$ cat config.mk
export PLATFORM = sky130hd
export DESIGN_NAME = stbs_ctrl
export DESIGN_NICKNAME = d
export VERILOG_FILES = /design/src/hdl/stbs_pkg.sv /design/src/hdl/stbs_ctrl.sv
export VERILOG_INCLUDE_DIRS = /design/src /design/src/hdl
export SDC_FILE = /design/constraint.sdc
export NUM_CORES = 1
export LEC_CHECK = 0
export BUFFER_PORTS_ARGS = -buffer_cell sky130_fd_sc_hd__buf_2
export CAP_MARGIN = 20
export CORE_AREA = 2 2 39 41
export DETAILED_ROUTE_END_ITERATION = 8
export DIE_AREA = 0 0 41 43
export PLACE_DENSITY = 0.49
export SYNTH_ARGS = -nofsm -noshare
export SYNTH_HDL_FRONTEND = slang
export SYNTH_SLANG_ARGS = --single-unit
$ cat constraint.sdc
create_clock -name clk -period 1.5 [get_ports clk]
set_input_delay 0.3 -clock clk [delete_from_list [all_inputs] [get_ports clk]]
set_output_delay 0.3 -clock clk [all_outputs]
set_load 0.005 [all_outputs]
$ cat src/hdl/sorted_table_binary_search_macros.svh
// Assertion macros shared by the sorted table search modules.
// Depends on nothing; included by the controller and the datapath.
`ifndef SORTED_TABLE_BINARY_SEARCH_MACROS_SVH
`define SORTED_TABLE_BINARY_SEARCH_MACROS_SVH

// Same-cycle implication, checked outside of reset.
`define STBS_ASSERT_NOW(lbl, clk, rst_n, ante, cons, msg) \
	lbl: assert property (@(posedge clk) disable iff (!rst_n) (ante) |-> (cons)) \
		else $error(msg);

// Next-cycle implication, checked outside of reset.
`define STBS_ASSERT_NEXT(lbl, clk, rst_n, ante, cons, msg) \
	lbl: assert property (@(posedge clk) disable iff (!rst_n) (ante) |=> (cons)) \
		else $error(msg);

`endif

$ cat src/hdl/stbs_pkg.sv
// Shared types and constants of the sorted table binary search block.
// Depends on nothing; used by the controller, the datapath and the top level.
package stbs_pkg;

	// Fixed field widths of the stream items.
	localparam int OPCODE_W = 2;
	localparam int IDX_W    = 10;
	localparam int WORD_W   = 32;
	localparam int LEN_W    = 11;
	localparam int POS_W    = 10;

	// Input tdata layout, lowest field first.
	localparam int ENTRY_INDEX_LSB = 0;
	localparam int ENTRY_VALUE_LSB = ENTRY_INDEX_LSB + IDX_W;
	localparam int SEARCH_KEY_LSB  = ENTRY_VALUE_LSB + WORD_W;
	localparam int S_TDATA_W       = 80;
	localparam int M_TDATA_W       = 16;

	typedef enum logic [OPCODE_W-1:0] {
		OP_WRITE = 2'd0,
		OP_EXACT = 2'd1,
		OP_FIRST = 2'd2,
		OP_LAST  = 2'd3
	} opcode_t;

	typedef enum logic [2:0] {
		ST_IDLE,
		ST_PROBE,
		ST_COMPARE,
		ST_FINAL,
		ST_DONE
	} ctrl_state_t;

	// Commands from the controller to the datapath.
	typedef struct packed {
		logic wr_en;     // store the incoming entry
		logic start;     // capture key and mode, open the search range
		logic rd_probe;  // read the table at the midpoint
		logic step;      // narrow the range by the probe result
		logic rd_final;  // read the table at the bound candidate
		logic check;     // resolve the bound candidate
		logic out_load;  // move the result into the output register
	} cmd_t;

	// Status from the datapath to the controller.
	typedef struct packed {
		opcode_t op;          // mode of the search in flight
		logic    range_empty; // no index left to probe
		logic    final_ok;    // bound candidate lies inside the table
		logic    probe_eq;    // probed entry equals the key
		logic    out_free;    // output register can take a result
	} sts_t;

endpackage

$ cat src/hdl/stbs_ctrl.sv
// Search sequencer of the sorted table binary search block.
// Depends on stbs_pkg and on the assertion macros header.
`include "sorted_table_binary_search_macros.svh"

module stbs_ctrl (
	input  logic             clk,
	input  logic             arst_n,
	input  logic             s_tvalid,
	output logic             s_tready,
	input  stbs_pkg::opcode_t in_op,
	input  stbs_pkg::sts_t   sts,
	output stbs_pkg::cmd_t   cmd
);
	import stbs_pkg::*;

	ctrl_state_t state_q;
	ctrl_state_t state_d;

	// State register.
	always_ff @(posedge clk or negedge arst_n) begin
		if (!arst_n) begin
			state_q <= ST_IDLE;
		end else begin
			state_q <= state_d;
		end
	end

	// Next state and commands.
	always_comb begin
		state_d  = state_q;
		cmd      = '0;
		s_tready = 1'b0;
		case (state_q)
			ST_IDLE: begin
				s_tready = 1'b1;
				if (s_tvalid) begin
					if (in_op == OP_WRITE) begin
						cmd.wr_en = 1'b1;
					end else begin
						cmd.start = 1'b1;
						state_d   = ST_PROBE;
					end
				end
			end
			ST_PROBE: begin
				if (sts.range_empty) begin
					if (sts.op == OP_EXACT) begin
						state_d = ST_DONE;
					end else if (sts.final_ok) begin
						cmd.rd_final = 1'b1;
						state_d      = ST_FINAL;
					end else begin
						state_d = ST_DONE;
					end
				end else begin
					cmd.rd_probe = 1'b1;
					state_d      = ST_COMPARE;
				end
			end
			ST_COMPARE: begin
				cmd.step = 1'b1;
				if (sts.probe_eq && sts.op == OP_EXACT) begin
					state_d = ST_DONE;
				end else begin
					state_d = ST_PROBE;
				end
			end
			ST_FINAL: begin
				cmd.check = 1'b1;
				state_d   = ST_DONE;
			end
			ST_DONE: begin
				if (sts.out_free) begin
					cmd.out_load = 1'b1;
					state_d      = ST_IDLE;
				end
			end
			default: begin
				state_d = ST_IDLE;
			end
		endcase
	end

	// A search transaction always enters the probe loop next.
	`STBS_ASSERT_NEXT(a_start_probe, clk, arst_n, s_tvalid && s_tready && in_op != OP_WRITE, state_q == ST_PROBE, "search did not enter probe loop")
	// A result never overwrites one that is still waiting.
	`STBS_ASSERT_NOW(a_no_overwrite, clk, arst_n, cmd.out_load, sts.out_free, "result register overwritten")
	// The bound candidate read stays inside the searched entries.
	`STBS_ASSERT_NOW(a_final_in_range, clk, arst_n, cmd.rd_final, sts.final_ok && sts.op != OP_EXACT, "bound read out of range")

endmodule

==> impl_metrics.tcl <==
set metrics [dict create \
    outcome "complete, but fails checks" \
    failed_checks "negative setup slack" \
    top_regs "state_q (3)" \
    ys_seq_elements 3 \
    start_util_pct 17.3 \
    cp_max_fo 5 \
    drtPass1Iterations 3 \
    reg2reg_slack_ns 0.32 \
    worstSetupStartpoint "state_q[2]" \
    drt-vias-per-instance 4.19 \
    crit_cells 4 \
    core_area_um2 1380 \
    async_reset_ff_share_pct 100 \
    reg2reg_to "state_q[0]" \
    cts_buffers 3 \
    ios 19 \
    grt_max_degree 9 \
    fin_crit_ns 1.52 \
    routedWlPerCell_um 9.10 \
    grt_pass1_vias 269 \
    num-fill-cells 165 \
    die_y_um 43 \
    critPathLaunchType "flop" \
    area_delta_synth_final_pct 75.4 \
    gr-usage-all-layers_pct 9.86 \
    p_leak_nw 0.234 \
    regMostFlops "state_q" \
    cts.sinks 3 \
    synth_top_area_share_pct 31.4 \
    fin_ws_ns -0.0163 \
    fp-row-count 14 \
    antenna_found_initial 0 \
    place_hpwl_um 499 \
    synth_common_cells "nand2_1, nor2_1, dfrtp_1" \
    worst-path-buf-inv 1 \
    largest_register_ff_count 3 \
    reg2reg_depth 3 \
    setup_viol 2 \
    synth_edf_count 0 \
    worst_setup_path_end_kind "primary output" \
    synth_top_flop_cell "dfrtp_1" \
    maxCapViolations 0 \
    cts_htree_levels 1 \
    ys_top_cells_by_area "dfrtp_1, nand2_1, nor2_1" \
    multiInputGateArea_um2 168 \
    crit_end "cmd[6]" \
    r2r-start "state_q[1]" \
    clk_latency_ns 0.24 \
    first_iter_violations 3 \
    nets 69 \
    die_area_um2 1760 \
    ant_nets 0 \
    max_stage_delay_ns 0.43 \
    synth_nets 42 \
    vias 306 \
    slew_headroom_pct 85.2 \
    required_ns 1.20 \
    yosys_warnings 0 \
    drive_above_1_share_pct 59.6 \
    place_congestion 0.709 \
    die_w_um 41 \
    grt_setup_unrepaired "true" \
    clkTransAtPathRegs_ns 0.04 \
    cp_slowest_cell "dfrtp_2" \
    grt.overflow.total 0 \
    finalHoldViolCount 0 \
    crit_chain "nor3_2 -> nand2_1 -> nor3_1 -> buf_2" \
    drv_slew 0 \
    synth_largest_area_cell "dfrtp_1" \
    peakVddDrop_v 0.000609 \
    finalSetupTns_ns -0.0175 \
    drc 0 \
    antenna_cells 0 \
    grt_pass1_wl_um 1070 \
    crit_family "flip-flops" \
    avgSynthCellArea_um2 7.71 \
    syn_inst 31 \
    synth_cell_types 19 \
    clockRootBuffer "clkbuf_4" \
    routed_wl_um 664 \
    max_freq_mhz 659 \
    post-route-period-util_pct 101 \
    criticalPathCategory "flop to primary output" \
    final_util_pct 30.3 \
    max_slew.worst_pin.slew_ns 0.223 \
    min_path_type "primary input to flop" \
    yosysSeqAreaShare_pct 31.4 \
    syn_area_um2 239 \
    seq_area_um2 78.8 \
    cts_tree "built" \
    arrival_ns 1.22 \
    finClkSkew_ns 0.00398 \
    p_per_area_nw_per_um2 1530 \
    clockBufferDepth 2 \
    portBuffers 18 \
]
-- report_power, final --
part | leakage, nW | total (mW) | internal, mW | switching [mW]
Clock | 0.0150 | 0.145 | 0.0999 | 0.0452
Combinational | 0.184 | 0.316 | 0.187 | 0.129
Sequential | 0.0348 | 0.182 | 0.121 | 0.0611
-- kinds of logic after synthesis --
group           synth area share [%]
compound gates                  17.3
buf+inv                         1.57
flops                           31.4
simple gates                    49.7
-- per-stage QoR --
| step | hold slack (ns) | total power, mW | std cells | worst slack [ns] | cell area [µm²] |
|---|---|---|---|---|---|
| after floorplan | 0.00441 | 0.322 | 31 | 0.238 | 239 |
| after global placement | 0.100 | 0.430 | 65 | 0.185 | 349 |
| after detailed placement | 0.100 | 0.425 | 65 | 0.187 | 349 |
| after CTS | 0.271 | 0.610 | 71 | -0.0317 | 402 |
| after global routing | 0.296 | 0.706 | 73 | -0.0879 | 419 |
| final | 0.273 | 0.643 | 73 | -0.0163 | 419 |
-- final cells by class --
class	count	area share (%)
Timing Repair Buffer	22	29.3
Sequential cell	3	18.8
Clock buffer	4	6.27
Inverter	1	0.896
Tap cell	16	4.78
Multi-Input combinational cell	27	40.0
-- layer usage --
layer / track usage [%] / wire length, µm / share of wire [%] / vias up
li1: - / - / - / 162
met1: 13.9 / 319 / 48 / 129
met2: 9.69 / 245 / 37 / 15
met3: 9.42 / 98 / 15 / 0
met4: 4.00 / 0 / 0 / 0
met5: 0 / 0 / 0 / -
-- cells in the final DEF, fill, tap and decap left out, drive strengths merged, types with 2 or more instances in the layout --
| cell | count |
|---|---|
| and2 | 2 |
| clkbuf | 4 |
| o21ai | 2 |
| nand2 | 5 |
| nor3 | 2 |
| nor2 | 5 |
| dfrtp | 3 |
| buf | 21 |
-- repair_timing --
item,in CTS,in global routing
cloned,0,0
gates resized for setup,4,1
hold endpoints to repair,3,0
hold buffers,1,0
endpoints found under the setup margin,3,4
pin swaps,2,5
setup buffers,1,2
-- how the worst min path moves through the flow --
stage | start | cells after the start | slack (ns) | to
final | sts[3] | 2 | 0.27 | state_q[1]
after global routing | sts[3] | 2 | 0.30 | state_q[1]
after CTS | sts[3] | 2 | 0.27 | state_q[1]
after detailed placement | arst_n | 1 | 0.10 | state_q[1]
after global placement | arst_n | 1 | 0.1 | state_q[2]
after floorplan | arst_n | 0 | 0.004 | state_q[0]
Note: power is estimated with default switching activity, not from simulation.
